[src/design/sfsl_pkg.sv]
package sfsl_pkg;

  // item modes
  localparam logic [2:0] MODE_WRITE   = 3'd0;
  localparam logic [2:0] MODE_TICK    = 3'd1;
  localparam logic [2:0] MODE_ENABLE  = 3'd2;
  localparam logic [2:0] MODE_DISABLE = 3'd3;
  localparam logic [2:0] MODE_RESET   = 3'd4;
  localparam logic [2:0] MODE_READ    = 3'd5;

  // axis codes
  localparam logic [1:0] AXIS_X = 2'd0;
  localparam logic [1:0] AXIS_Y = 2'd1;
  localparam logic [1:0] AXIS_Z = 2'd2;

  // current write data select
  localparam logic [1:0] CUR_ZERO   = 2'd0;
  localparam logic [1:0] CUR_TARGET = 2'd1;
  localparam logic [1:0] CUR_STEP   = 2'd2;

  // quotient bits of the scaled step, one per divider cycle
  localparam int DIV_STEPS = 31;

  typedef struct packed {
    logic       cur_we;
    logic [1:0] cur_sel;
    logic       tgt_we;
    logic       tgt_load;
    logic       max_clr;
    logic       max_acc;
    logic       nz_clr;
    logic       nz_acc;
    logic       mul_go;
    logic       div_step;
  } dp_cmd_t;

  typedef struct packed {
    logic over_rate;
    logic all_near_zero;
  } dp_stat_t;

  // lowest bit first: is_enabled, is_disabling, read_value, stepped, disable_done, status
  typedef struct packed {
    logic        status;
    logic        disable_done;
    logic        stepped;
    logic [31:0] read_value;
    logic        is_disabling;
    logic        is_enabled;
  } result_t;

endpackage

[src/design/sfsl_ctrl.sv]
module sfsl_ctrl import sfsl_pkg::*; #(
  parameter int XCh   = 12,
  parameter int YCh   = 100,
  parameter int ZCh   = 156,
  parameter int Depth = XCh + YCh + ZCh,
  parameter int AddrW = $clog2(Depth)
) (
  input  logic             clk_i,
  input  logic             rst_ni,
  input  logic             in_valid_i,
  output logic             in_ready_o,
  input  logic [2:0]       mode_i,
  input  logic [1:0]       axis_i,
  input  logic [7:0]       channel_i,
  input  logic [31:0]      value_i,
  output logic             out_valid_o,
  input  logic             out_ready_i,
  output result_t          out_o,
  output dp_cmd_t          cmd_o,
  output logic [AddrW-1:0] addr_o,
  output logic [31:0]      value_o,
  input  dp_stat_t         stat_i,
  input  logic [31:0]      cur_i
);

  localparam logic [4:0] S_INIT = 5'd0;
  localparam logic [4:0] S_IDLE = 5'd1;
  localparam logic [4:0] S_CLR  = 5'd2;
  localparam logic [4:0] S_ZRD  = 5'd3;
  localparam logic [4:0] S_ZACC = 5'd4;
  localparam logic [4:0] S_ZDEC = 5'd5;
  localparam logic [4:0] S_MRD  = 5'd6;
  localparam logic [4:0] S_MACC = 5'd7;
  localparam logic [4:0] S_MDEC = 5'd8;
  localparam logic [4:0] S_VRD  = 5'd9;
  localparam logic [4:0] S_VMUL = 5'd10;
  localparam logic [4:0] S_VDIV = 5'd11;
  localparam logic [4:0] S_VWR  = 5'd12;
  localparam logic [4:0] S_SRD  = 5'd13;
  localparam logic [4:0] S_SWR  = 5'd14;
  localparam logic [4:0] S_WRT  = 5'd15;
  localparam logic [4:0] S_RDA  = 5'd16;
  localparam logic [4:0] S_RDC  = 5'd17;
  localparam logic [4:0] S_RES  = 5'd18;

  localparam logic [AddrW-1:0] LAST = AddrW'(Depth - 1);

  logic [4:0]       state_q, state_d;
  logic [AddrW-1:0] addr_q, addr_d;
  logic [4:0]       cnt_q, cnt_d;
  logic             en_q, en_d, dis_q, dis_d;
  logic             clr_cur_q, clr_cur_d, clr_tgt_q, clr_tgt_d;
  logic [31:0]      value_q, value_d;
  logic             stepped_q, stepped_d, done_q, done_d, bad_q, bad_d;
  logic [31:0]      rdv_q, rdv_d;
  logic             out_valid_q, out_valid_d;
  result_t          out_q, out_d;
  logic [9:0]       idx_wide;
  logic             idx_ok;
  logic             last;

  // flat channel index of the request
  always_comb begin
    idx_ok   = 1'b0;
    idx_wide = 10'd0;
    case (axis_i)
      AXIS_X: begin
        idx_ok   = {1'b0, channel_i} < 9'(XCh);
        idx_wide = 10'(channel_i);
      end
      AXIS_Y: begin
        idx_ok   = {1'b0, channel_i} < 9'(YCh);
        idx_wide = 10'(XCh) + 10'(channel_i);
      end
      AXIS_Z: begin
        idx_ok   = {1'b0, channel_i} < 9'(ZCh);
        idx_wide = 10'(XCh + YCh) + 10'(channel_i);
      end
      default: idx_ok = 1'b0;
    endcase
  end

  assign last = addr_q == LAST;

  // sequencer
  always_comb begin
    state_d     = state_q;
    addr_d      = addr_q;
    cnt_d       = cnt_q;
    en_d        = en_q;
    dis_d       = dis_q;
    clr_cur_d   = clr_cur_q;
    clr_tgt_d   = clr_tgt_q;
    value_d     = value_q;
    stepped_d   = stepped_q;
    done_d      = done_q;
    bad_d       = bad_q;
    rdv_d       = rdv_q;
    out_d       = out_q;
    out_valid_d = out_valid_q && !out_ready_i;
    cmd_o       = '0;
    case (state_q)
      S_INIT: begin
        cmd_o.cur_we = 1'b1;
        cmd_o.tgt_we = 1'b1;
        if (last) state_d = S_IDLE;
        else addr_d = addr_q + 1'b1;
      end
      S_IDLE: begin
        if (in_valid_i) begin
          stepped_d = 1'b0;
          done_d    = 1'b0;
          bad_d     = 1'b0;
          rdv_d     = 32'd0;
          value_d   = value_i;
          addr_d    = '0;
          state_d   = S_RES;
          case (mode_i)
            MODE_WRITE, MODE_READ: begin
              if (idx_ok) begin
                addr_d  = idx_wide[AddrW-1:0];
                state_d = (mode_i == MODE_WRITE) ? S_WRT : S_RDA;
              end else begin
                bad_d = 1'b1;
              end
            end
            MODE_TICK: begin
              if (dis_q) begin
                cmd_o.nz_clr = 1'b1;
                state_d      = S_ZRD;
              end else if (en_q) begin
                cmd_o.max_clr = 1'b1;
                stepped_d     = 1'b1;
                state_d       = S_MRD;
              end
            end
            MODE_ENABLE, MODE_DISABLE: begin
              en_d      = (mode_i == MODE_ENABLE);
              dis_d     = (mode_i == MODE_DISABLE);
              clr_cur_d = 1'b0;
              clr_tgt_d = 1'b1;
              state_d   = S_CLR;
            end
            MODE_RESET: begin
              en_d      = 1'b0;
              dis_d     = 1'b0;
              clr_cur_d = 1'b1;
              clr_tgt_d = 1'b1;
              state_d   = S_CLR;
            end
            default: state_d = S_RES;
          endcase
        end
      end
      S_CLR: begin
        cmd_o.cur_we = clr_cur_q;
        cmd_o.tgt_we = clr_tgt_q;
        if (last) state_d = S_RES;
        else addr_d = addr_q + 1'b1;
      end
      S_ZRD: state_d = S_ZACC;
      S_ZACC: begin
        cmd_o.nz_acc = 1'b1;
        if (last) state_d = S_ZDEC;
        else begin
          addr_d  = addr_q + 1'b1;
          state_d = S_ZRD;
        end
      end
      S_ZDEC: begin
        addr_d = '0;
        if (stat_i.all_near_zero) begin
          en_d      = 1'b0;
          dis_d     = 1'b0;
          done_d    = 1'b1;
          clr_cur_d = 1'b1;
          clr_tgt_d = 1'b0;
          state_d   = S_CLR;
        end else begin
          cmd_o.max_clr = 1'b1;
          stepped_d     = 1'b1;
          state_d       = S_MRD;
        end
      end
      S_MRD: state_d = S_MACC;
      S_MACC: begin
        cmd_o.max_acc = 1'b1;
        if (last) state_d = S_MDEC;
        else begin
          addr_d  = addr_q + 1'b1;
          state_d = S_MRD;
        end
      end
      S_MDEC: begin
        addr_d  = '0;
        state_d = stat_i.over_rate ? S_VRD : S_SRD;
      end
      S_VRD: state_d = S_VMUL;
      S_VMUL: begin
        cmd_o.mul_go = 1'b1;
        cnt_d        = 5'd0;
        state_d      = S_VDIV;
      end
      S_VDIV: begin
        cmd_o.div_step = 1'b1;
        cnt_d          = cnt_q + 5'd1;
        if (cnt_q == 5'(DIV_STEPS - 1)) state_d = S_VWR;
      end
      S_VWR: begin
        cmd_o.cur_we  = 1'b1;
        cmd_o.cur_sel = CUR_STEP;
        if (last) state_d = S_RES;
        else begin
          addr_d  = addr_q + 1'b1;
          state_d = S_VRD;
        end
      end
      S_SRD: state_d = S_SWR;
      S_SWR: begin
        cmd_o.cur_we  = 1'b1;
        cmd_o.cur_sel = CUR_TARGET;
        if (last) state_d = S_RES;
        else begin
          addr_d  = addr_q + 1'b1;
          state_d = S_SRD;
        end
      end
      S_WRT: begin
        cmd_o.tgt_we   = 1'b1;
        cmd_o.tgt_load = 1'b1;
        state_d        = S_RES;
      end
      S_RDA: state_d = S_RDC;
      S_RDC: begin
        rdv_d   = cur_i;
        state_d = S_RES;
      end
      S_RES: begin
        if (!out_valid_q || out_ready_i) begin
          out_d.is_enabled   = en_q;
          out_d.is_disabling = dis_q;
          out_d.read_value   = rdv_q;
          out_d.stepped      = stepped_q;
          out_d.disable_done = done_q;
          out_d.status       = bad_q;
          out_valid_d        = 1'b1;
          state_d            = S_IDLE;
        end
      end
      default: state_d = S_IDLE;
    endcase
  end

  always_ff @(posedge clk_i or negedge rst_ni) begin
    if (!rst_ni) begin
      state_q     <= S_INIT;
      addr_q      <= '0;
      cnt_q       <= '0;
      en_q        <= 1'b0;
      dis_q       <= 1'b0;
      clr_cur_q   <= 1'b0;
      clr_tgt_q   <= 1'b0;
      out_valid_q <= 1'b0;
    end else begin
      state_q     <= state_d;
      addr_q      <= addr_d;
      cnt_q       <= cnt_d;
      en_q        <= en_d;
      dis_q       <= dis_d;
      clr_cur_q   <= clr_cur_d;
      clr_tgt_q   <= clr_tgt_d;
      out_valid_q <= out_valid_d;
    end
  end

  // result fields
  always_ff @(posedge clk_i) begin
    value_q   <= value_d;
    stepped_q <= stepped_d;
    done_q    <= done_d;
    bad_q     <= bad_d;
    rdv_q     <= rdv_d;
    out_q     <= out_d;
  end

  assign in_ready_o  = state_q == S_IDLE;
  assign out_valid_o = out_valid_q;
  assign out_o       = out_q;
  assign addr_o      = addr_q;
  assign value_o     = value_q;

  a_flags_exclusive: assert property (@(posedge clk_i) disable iff (!rst_ni)
    !(en_q && dis_q))
    else $error("enabled and disabling both set");

  a_addr_range: assert property (@(posedge clk_i) disable iff (!rst_ni)
    addr_q <= LAST)
    else $error("channel address beyond store");

  a_div_count: assert property (@(posedge clk_i) disable iff (!rst_ni)
    (state_q == S_VDIV) |-> (cnt_q < 5'(DIV_STEPS)))
    else $error("divider ran past its quotient bits");

  a_result_wait: assert property (@(posedge clk_i) disable iff (!rst_ni)
    (state_q == S_RES && out_valid_q && !out_ready_i) |=> (state_q == S_RES))
    else $error("result overwrote an untaken result");

endmodule

[config.mk]
export PLATFORM = sky130hd
export DESIGN_NAME = sfsl_ctrl
export DESIGN_NICKNAME = d
export VERILOG_FILES = /design/src/design/sfsl_pkg.sv /design/src/design/sfsl_ctrl.sv
export SDC_FILE = /design/constraint.sdc
export NUM_CORES = 1
export LEC_CHECK = 0
export BUFFER_PORTS_ARGS = -buffer_cell sky130_fd_sc_hd__buf_2
export CAP_MARGIN = 20
export CORE_ASPECT_RATIO = 1.5
export CORE_MARGIN = 2
export CORE_UTILIZATION = 57
export CTS_BUF_LIST = sky130_fd_sc_hd__clkbuf_8
export DETAILED_ROUTE_END_ITERATION = 10
export PLACE_DENSITY = 0.87
export SYNTH_ARGS = -nofsm -noshare
export SYNTH_HDL_FRONTEND = slang
export SYNTH_SLANG_ARGS = --single-unit
[constraint.sdc]
create_clock -name clk_i -period 6.4 [get_ports clk_i]
set_input_delay 0.64 -clock clk_i [delete_from_list [all_inputs] [get_ports clk_i]]
set_output_delay 0.64 -clock clk_i [all_outputs]
set_load 0.01 [all_outputs]
==> run_summary.xml, run 1 <==
<?xml version="1.0" encoding="UTF-8"?>
<metrics>
  <group name="grt">
    <metric name="grt-ovfl-total" unit="">0</metric>
    <metric name="grt_first_pass_wirelength" unit="um">21400</metric>
    <metric name="first_global_vias" unit="">4296</metric>
    <metric name="track_usage" unit="">0.260</metric>
    <metric name="grt_max_degree" unit="">38</metric>
    <metric name="antenna_found_initial" unit="">0</metric>
  </group>
  <group name="clocking">
    <metric name="clock_tree.root_cell" unit="">sky130_fd_sc_hd__clkbuf_8</metric>
    <metric name="cts_setup_buffers" unit="">0</metric>
    <metric name="cts.clk_slew.worst_paths" unit="ns">0.08</metric>
    <metric name="cts-buffers-inserted" unit="">17</metric>
    <metric name="hold_buffers" unit="">0</metric>
    <metric name="clk_path_buf_depth" unit="">2</metric>
    <metric name="post_cts.resized_instances" unit="">0</metric>
    <metric name="tritoncts" unit="">done</metric>
    <metric name="clock_latency" unit="ns">0.43</metric>
    <metric name="ctsHtreeMaxLevel" unit="">4</metric>
    <metric name="numClockSinks" unit="">128</metric>
  </group>
  <group name="detailed_routing">
    <metric name="drt_iter0_drc" unit="">303</metric>
    <metric name="routed_wl" unit="um">14300</metric>
    <metric name="post_drt_via_cell_ratio" unit="">5.86</metric>
    <metric name="remaining_routing_drc_violations" unit="">0</metric>
    <metric name="detail_route.first_pass.iterations" unit="">6</metric>
    <metric name="antenna_violating_nets_post_route" unit="">0</metric>
    <metric name="num_vias" unit="">4383</metric>
    <metric name="route.detailed.wl_per_inst" unit="um">19.1</metric>
  </group>
  <group name="sta">
    <metric name="tightestPinTransition" unit="ns">0.994</metric>
    <metric name="final_min_period_over_clock_period" unit="">0.455</metric>
    <metric name="totalNegativeSetupSlack" unit="ns">0</metric>
    <metric name="period_minus_slack" unit="ns">2.91</metric>
    <metric name="max_freq" unit="MHz">344</metric>
    <metric name="hold_violations" unit="">0</metric>
    <metric name="rsz0062_at_grt" unit="">no</metric>
    <metric name="whs" unit="ns">0.201</metric>
    <metric name="timing.max_slew.rel_slack" unit="">0.336</metric>
    <metric name="slew_viol_final" unit="">0</metric>
    <metric name="setup_viol_count_final" unit="">0</metric>
    <metric name="finalWorstSetupSlack" unit="ns">3.49</metric>
    <metric name="worst_clock_skew" unit="ns">0.0114</metric>
  </group>
  <group name="floorplan">
    <metric name="coreArea" unit="mm2">0.00974</metric>
    <metric name="die_area" unit="mm2">0.0109</metric>
    <metric name="fp.dieW" unit="um">86.0</metric>
    <metric name="initial_core_utilization" unit="">0.590</metric>
    <metric name="die_h" unit="um">127</metric>
    <metric name="std_cell_rows" unit="">44</metric>
    <metric name="top_level_ports" unit="">174</metric>
  </group>
  <group name="worst_hold_path">
    <metric name="hp-class" unit="">in -&gt; async</metric>
  </group>
  <group name="power_and_ir_drop">
    <metric name="power.ir.vdd_worst" unit="uV">135</metric>
    <metric name="post_layout_total_power" unit="mW">1.62</metric>
    <metric name="power-per-cell-area" unit="mW/mm2">229</metric>
    <metric name="power.static_leakage" unit="nW">2.97</metric>
  </group>
  <group name="yosys">
    <metric name="syn-mean-instance-area" unit="um2">12.8</metric>
    <metric name="synth_seq_area_share" unit="">0.647</metric>
    <metric name="number_of_warnings_issued_by_yosys" unit="">0</metric>
    <metric name="synth_fp_nets" unit="">542</metric>
    <metric name="post_synthesis_sequential_element_count" unit="">128</metric>
    <metric name="syn_inst" unit="">450</metric>
    <metric name="yosys.cell_types.count" unit="">74</metric>
    <metric name="proportion_of_register_bits_with_asynchronous_set_or_reset_after_synthesis" unit="">0.188</metric>
    <metric name="synth_edf_count" unit="">104</metric>
    <metric name="syn_area" unit="mm2">0.00575</metric>
    <metric name="postSynth.topFlopCell" unit="">sky130_fd_sc_hd__edfxtp_1</metric>
  </group>
  <group name="place">
    <metric name="numPortBuffers" unit="">173</metric>
    <metric name="dp_hpwl" unit="um">10600</metric>
    <metric name="place_area" unit="mm2">0.00668</metric>
    <metric name="placed_cells" unit="">716</metric>
    <metric name="placement.setup.worst_slack" unit="ns">3.56</metric>
    <metric name="place_congestion" unit="">0.907</metric>
  </group>
  <group name="setup_path">
    <metric name="worstSetupPathType" unit="">reg -&gt; out</metric>
    <metric name="rr_worst_depth" unit="">8</metric>
    <metric name="crit-reg2reg-capture" unit="">rdv_q[14]</metric>
    <metric name="worstPathArrival" unit="ns">2.27</metric>
    <metric name="critical_path_required" unit="ns">5.76</metric>
    <metric name="ff2ff_setup_slack" unit="ns">3.53</metric>
    <metric name="crit_path_max_fanout" unit="">30</metric>
    <metric name="worstSetupStartpointType" unit="">flop</metric>
    <metric name="startpoint" unit="">state_q[3]</metric>
    <metric name="reg2reg_from" unit="">state_q[2]</metric>
    <metric name="critical_path.endpoint_type" unit="">output port</metric>
  </group>
  <group name="finish">
    <metric name="layout-drive-gt1-share" unit="">0.352</metric>
    <metric name="n_antenna_cell" unit="">0</metric>
    <metric name="finalNetCount" unit="">712</metric>
    <metric name="fin_util" unit="">0.725</metric>
    <metric name="final.fill_count" unit="">653</metric>
    <metric name="area.growth.synth_to_final" unit="%">22.8</metric>
    <metric name="flip_flop_and_latch_area" unit="mm2">0.00372</metric>
    <metric name="design_area" unit="mm2">0.00706</metric>
    <metric name="stdcell_count" unit="">748</metric>
    <metric name="multi_input_area" unit="mm2">0.00187</metric>
  </group>
  <group name="job">
    <metric name="max_cap_viol_count" unit="">0</metric>
  </group>
  <group name="outcome">
    <metric name="status" unit="">finished clean</metric>
  </group>
</metrics>
## critical path, cell delays in order (launching register included)
cell and delay [ns]:
sky130_fd_sc_hd__dfrtp_1 0.89, sky130_fd_sc_hd__nor4bb_1 0.53, sky130_fd_sc_hd__nand2_1 0.18, sky130_fd_sc_hd__inv_1 0.11, sky130_fd_sc_hd__buf_2 0.13
## cells by family (layout without fill, tap and decap cells)
| logic type | after synthesis | count (layout) | synth area share |
|---|---|---|---|
| xor+xnor | 6 | 6 | 0.00914 |
| mux | 8 | 8 | 0.0148 |
| compound gates | 95 | 95 | 0.115 |
| flops | 128 | 128 | 0.647 |
| simple gates | 166 | 166 | 0.166 |
| fa+ha+maj | 9 | 9 | 0.0196 |
| buf+inv | 38 | 221 | 0.0283 |
## per-layer routing
metal | part of all wire | vias to the layer above | GRT usage
met5 | 0 | - | 0
met4 | 0.045 | 0 | 0.152
met3 | 0.068 | 36 | 0.0568
met2 | 0.53 | 220 | 0.451
met1 | 0.36 | 2094 | 0.288
li1 | - | 2033 | -
## layout by cell type, fill, tap and decap left out, drive strengths merged, types with 14 or more instances in the layout
cell,n
inv,24
buf,175
nand2,25
and2,33
nor3,14
edfxtp,104
nand3,16
o21ai,22
a21oi,18
clkbuf,17
dfrtp,24
nor2,29
## cell usage after synthesis, types with 5 or more instances
| cell type | instances | area share |
|---|---|---|
| sky130_fd_sc_hd__edfxtp_1 | 104 | 0.54 |
| sky130_fd_sc_hd__and2_1 | 33 | 0.036 |
| sky130_fd_sc_hd__nor2_1 | 28 | 0.018 |
| sky130_fd_sc_hd__dfrtp_1 | 24 | 0.10 |
| sky130_fd_sc_hd__nand2_1 | 24 | 0.016 |
| sky130_fd_sc_hd__a21oi_1 | 18 | 0.016 |
| sky130_fd_sc_hd__nand3_1 | 15 | 0.013 |
| sky130_fd_sc_hd__o21ai_0 | 15 | 0.013 |
| sky130_fd_sc_hd__inv_1 | 12 | 0.0078 |
| sky130_fd_sc_hd__nor3_1 | 12 | 0.010 |
| sky130_fd_sc_hd__buf_2 | 10 | 0.0087 |
| sky130_fd_sc_hd__clkbuf_1 | 9 | 0.0059 |
| sky130_fd_sc_hd__ha_1 | 9 | 0.020 |
| sky130_fd_sc_hd__nand2b_1 | 8 | 0.0087 |
| sky130_fd_sc_hd__o211ai_1 | 8 | 0.010 |
| sky130_fd_sc_hd__o21ai_1 | 7 | 0.0061 |
| sky130_fd_sc_hd__and3_1 | 5 | 0.0054 |
| sky130_fd_sc_hd__nand4_1 | 5 | 0.0054 |
| sky130_fd_sc_hd__nor2b_1 | 5 | 0.0054 |
## final cells by class
class,instances,share of cell area
Clock buffer,17,0.0331
Clock inverter,15,0.0220
Inverter,14,0.00744
Multi-Input combinational cell,284,0.265
Sequential cell,128,0.527
Tap cell,115,0.0204
Timing Repair Buffer,175,0.125
## registers in the layout (all words and copies together), names as in the netlist
register / count
out_o: 37
clr_cur_q: 1
addr_o: 9
clr_tgt_q: 1
rdv_q: 32
out_valid_o: 1
state_q: 5
stepped_q: 1
value_o: 32
bad_q: 1
en_q: 1
cnt_q: 5
dis_q: 1
done_q: 1
## how the worst max path moves through the flow
stage	to	slack, ns	depth (start not counted)
after floorplan	rdv_q[0]	3.38	7
after global placement	rdv_q[15]	3.67	8
after detailed placement	rdv_q[20]	3.56	8
after CTS	cmd_o[0]	3.46	4
after global routing	cmd_o[0]	3.26	4
final	cmd_o[0]	3.49	4
## power breakdown
part	internal (mW)	leakage (nW)	switching [mW]	total, mW
registers	0.892	1.22	0.00000000000000000898	0.892
clock network	0.294	0.198	0.369	0.663
logic	0.0286	1.55	0.0350	0.0636
total	1.21	2.97	0.404	1.62
No activity file was read; power rests on OpenSTA's default activity.
==> run 2: changes to the inputs <==
Settings changed: ABC_AREA set to 1, CORE_UTILIZATION 57 to 48, PLACE_DENSITY 0.87 to 0.78.
Clock period 6.4 ns to 2.56 ns, I/O delays scaled along.
==> run 2 against run 1 <==
  * Largest power group unchanged
  * Critical path type unchanged
  * Combinational power rose to 3.3 times the previous value
  * Die area rose by 19%
  * Synthesized cell count up 24%
==> run_summary.xml, run 2 <==
<?xml version="1.0" encoding="UTF-8"?>
<metrics>
  <group name="finish">
    <metric name="mostFrequentLayoutCell" unit="">sky130_fd_sc_hd__buf_2</metric>
    <metric name="most-common-layout-cells" unit="">173 x sky130_fd_sc_hd__buf_2, 104 x sky130_fd_sc_hd__edfxtp_1, 101 x sky130_fd_sc_hd__nand2_1</metric>
    <metric name="largest_register_ffs" unit="">37</metric>
    <metric name="design_area" unit="mm2">0.00761</metric>
    <metric name="finalNetCount" unit="">871</metric>
    <metric name="layout-drive-gt1-share" unit="">0.314</metric>
    <metric name="n_antenna_cell" unit="">0</metric>
    <metric name="area.growth.synth_to_final" unit="%">31.1</metric>
    <metric name="stdcell_count" unit="">945</metric>
  </group>
  <group name="setup_path">
    <metric name="crit_path_max_fanout" unit="">9</metric>
    <metric name="rr_worst_depth" unit="">7</metric>
    <metric name="worstPathArrival" unit="ns">2.12</metric>
    <metric name="critical_path.endpoint_type" unit="">output port</metric>
    <metric name="critical_path_required" unit="ns">2.30</metric>
    <metric name="worstSetupPathType" unit="">reg -&gt; out</metric>
    <metric name="worstSetupStartpointType" unit="">flop</metric>
  </group>
  <group name="place">
    <metric name="place_congestion" unit="">0.980</metric>
    <metric name="numPortBuffers" unit="">173</metric>
    <metric name="place_area" unit="mm2">0.00687</metric>
    <metric name="dp_hpwl" unit="um">11200</metric>
    <metric name="placed_cells" unit="">880</metric>
  </group>
  <group name="sta">
    <metric name="worst_clock_skew" unit="ns">0.0164</metric>
    <metric name="timing.max_slew.rel_slack" unit="">0.603</metric>
    <metric name="period_minus_slack" unit="ns">2.38</metric>
    <metric name="tightestPinTransition" unit="ns">0.596</metric>
    <metric name="hold_violations" unit="">0</metric>
    <metric name="rsz0062_at_grt" unit="">no</metric>
    <metric name="slew_viol_final" unit="">0</metric>
    <metric name="final_min_period_over_clock_period" unit="">0.930</metric>
    <metric name="setup_viol_count_final" unit="">0</metric>
    <metric name="totalNegativeSetupSlack" unit="ns">0</metric>
    <metric name="max_freq" unit="MHz">420</metric>
  </group>
  <group name="yosys">
    <metric name="synth_fa_ha_area_frac" unit="">0.0194</metric>
    <metric name="synth_top_area_cell" unit="">sky130_fd_sc_hd__edfxtp_1</metric>
    <metric name="yosys.cell_types.count" unit="">34</metric>
    <metric name="combinational_family_with_the_most_area_after_synthesis" unit="">simple AND/OR/NAND/NOR gates</metric>
    <metric name="proportion_of_register_bits_with_asynchronous_set_or_reset_after_synthesis" unit="">0.188</metric>
    <metric name="synth_xor_area_frac" unit="">0.00151</metric>
    <metric name="synth_mux_area_frac" unit="">0</metric>
    <metric name="syn_area" unit="mm2">0.00581</metric>
    <metric name="synth_compound_gate_area_share" unit="">0.0442</metric>
    <metric name="synth_fp_nets" unit="">648</metric>
    <metric name="syn_inst" unit="">556</metric>
    <metric name="post-synth-top-count-cell" unit="">sky130_fd_sc_hd__edfxtp_1</metric>
    <metric name="syn-mean-instance-area" unit="um2">10.4</metric>
    <metric name="synth_top_cells_by_area" unit="">sky130_fd_sc_hd__edfxtp_1 54%, sky130_fd_sc_hd__dfrtp_1 10%, sky130_fd_sc_hd__nand2_1 6.5%</metric>
    <metric name="post_synthesis_sequential_element_count" unit="">128</metric>
    <metric name="synth_edf_count" unit="">104</metric>
    <metric name="synth.cells.most_frequent" unit="">104 x sky130_fd_sc_hd__edfxtp_1, 101 x sky130_fd_sc_hd__nand2_1, 88 x sky130_fd_sc_hd__inv_1</metric>
    <metric name="synth_seq_area_share" unit="">0.641</metric>
    <metric name="postSynth.topFlopCell" unit="">sky130_fd_sc_hd__edfxtp_1</metric>
    <metric name="synthDominantCellAreaShare" unit="">0.538</metric>
    <metric name="synth_simple_gate_area_share" unit="">0.224</metric>
    <metric name="number_of_warnings_issued_by_yosys" unit="">0</metric>
  </group>
  <group name="detailed_routing">
    <metric name="routed_wl" unit="um">15700</metric>
    <metric name="antenna_violating_nets_post_route" unit="">0</metric>
    <metric name="route.detailed.wl_per_inst" unit="um">16.7</metric>
    <metric name="detail_route.first_pass.iterations" unit="">7</metric>
    <metric name="num_vias" unit="">4849</metric>
    <metric name="drt_iter0_drc" unit="">343</metric>
    <metric name="post_drt_via_cell_ratio" unit="">5.13</metric>
    <metric name="remaining_routing_drc_violations" unit="">0</metric>
  </group>
  <group name="floorplan">
    <metric name="die_area" unit="mm2">0.0130</metric>
    <metric name="top_level_ports" unit="">174</metric>
    <metric name="coreArea" unit="mm2">0.0119</metric>
    <metric name="fp.dieW" unit="um">93.8</metric>
    <metric name="initial_core_utilization" unit="">0.488</metric>
    <metric name="die_h" unit="um">139</metric>
    <metric name="std_cell_rows" unit="">49</metric>
  </group>
  <group name="clocking">
    <metric name="cts_setup_buffers" unit="">0</metric>
    <metric name="clk_path_buf_depth" unit="">2</metric>
    <metric name="tritoncts" unit="">done</metric>
    <metric name="cts.clk_slew.worst_paths" unit="ns">0.07</metric>
    <metric name="clock_latency" unit="ns">0.44</metric>
    <metric name="cts-buffers-inserted" unit="">17</metric>
    <metric name="numClockSinks" unit="">128</metric>
    <metric name="ctsHtreeMaxLevel" unit="">4</metric>
    <metric name="clock_tree.root_cell" unit="">sky130_fd_sc_hd__clkbuf_8</metric>
  </group>
  <group name="worst_hold_path">
    <metric name="min_path_cells" unit="">2</metric>
    <metric name="hp-class" unit="">in -&gt; reg</metric>
  </group>
  <group name="grt">
    <metric name="grt_max_degree" unit="">38</metric>
    <metric name="grt-ovfl-total" unit="">0</metric>
    <metric name="first_global_vias" unit="">4964</metric>
    <metric name="antenna_found_initial" unit="">2</metric>
    <metric name="track_usage" unit="">0.243</metric>
    <metric name="grt_first_pass_wirelength" unit="um">24100</metric>
  </group>
  <group name="power_and_ir_drop">
    <metric name="power-per-cell-area" unit="mW/mm2">563</metric>
    <metric name="power.ir.vdd_worst" unit="uV">334</metric>
    <metric name="power.static_leakage" unit="nW">3.63</metric>
  </group>
  <group name="job">
    <metric name="max_cap_viol_count" unit="">0</metric>
  </group>
  <group name="outcome">
    <metric name="status" unit="">finished clean</metric>
  </group>
</metrics>
[run 2: cell types whose count changed after synthesis, sizes merged, moves of 8 or more]
cell	previous run	this run
nand3	16	61
buf	15	4
nand2b	8	0
and2	33	0
inv	14	93
nand2	25	109
nor2	29	75
a21oi	18	10
[run 2: logic make-up (layout without fill, tap and decap cells)]
family                     Yosys count  after routing
AOI/OAI and AO/OA                   46             46
xor gates and xnor gates             1              1
adders and majority gates            9              9
buffers and inverters              102            338
DFF                                128            128
and+or+nand+nor                    270            270
[run 2: power by group]
part | switching [mW] | leakage [nW] | total [mW] | internal [mW]
clock network | 0.865 | 0.205 | 1.84 | 0.975
registers | 0.00165 | 1.23 | 2.23 | 2.23
logic | 0.109 | 2.20 | 0.213 | 0.104
total | 0.976 | 3.63 | 4.29 | 3.31
[run 2: layout make-up]
| cell class | instances | area (um2) |
|---|---|---|
| fillers | 945 | 4280 |
| flip-flops and latches | 128 | 3720 |
| multi-input cells | 326 | 1680 |
| repair buffers | 211 | 1230 |
| inverters | 95 | 365 |
| clock buffers | 17 | 234 |
| well taps | 153 | 191 |
| clock inverters | 15 | 183 |
[run 2: repair_timing]
action | CTS | global route
hold buffers | 32 | 1
endpoints found under the hold margin | 55 | 1
resized for setup | 0 | 0
[run 2: stage by stage]
stage | hold slack, ns | worst slack, ns | utilization | power, mW
2_1_floorplan | -0.0396 | 0.301 | - | 2.35
3_3_place_gp | 0.275 | 0.626 | 0.577 | 2.44
3_5_place_dp | 0.295 | 0.616 | 0.577 | 2.45
4_1_cts | 0.000105 | 0.171 | 0.639 | 4.28
5_1_grt | 0.0343 | 0.0381 | 0.640 | 4.43
6_report | 0.0349 | 0.179 | 0.640 | 4.29
[run 2: worst paths after layout]
| check | startpoint | end | slack [ns] |
|---|---|---|---|
| setup / recovery | state_q[4] | cmd_o[5] | 0.18 |
| hold / removal | out_ready_i | out_valid_o | 0.03 |
| setup reg to reg | state_q[0] | value_o[11] | 0.59 |
| hold reg to reg | rdv_q[8] | out_o[10] | 0.41 |
| max in group asynchronous | rst_ni | addr_o[0] | 1.78 |
| min in group asynchronous | rst_ni | addr_o[4] | 0.38 |
[run 2: critical path: stages, from the launching register on]
cell                      delay, ns
sky130_fd_sc_hd__dfrtp_1       0.50
sky130_fd_sc_hd__nor2_1        0.36
sky130_fd_sc_hd__nand3_2       0.21
sky130_fd_sc_hd__nor2_1        0.28
sky130_fd_sc_hd__inv_1         0.09
sky130_fd_sc_hd__o21ai_0       0.09
sky130_fd_sc_hd__buf_2         0.17
[run 2: metal layers]
| layer | track usage | vias to the layer above | part of all wire |
|---|---|---|---|
| met4 | 0.0999 | 4 | 0.036 |
| met1 | 0.245 | 2280 | 0.34 |
| met5 | 0 | - | 0.0017 |
| met3 | 0.0652 | 53 | 0.068 |
| met2 | 0.459 | 216 | 0.56 |
| li1 | - | 2296 | - |
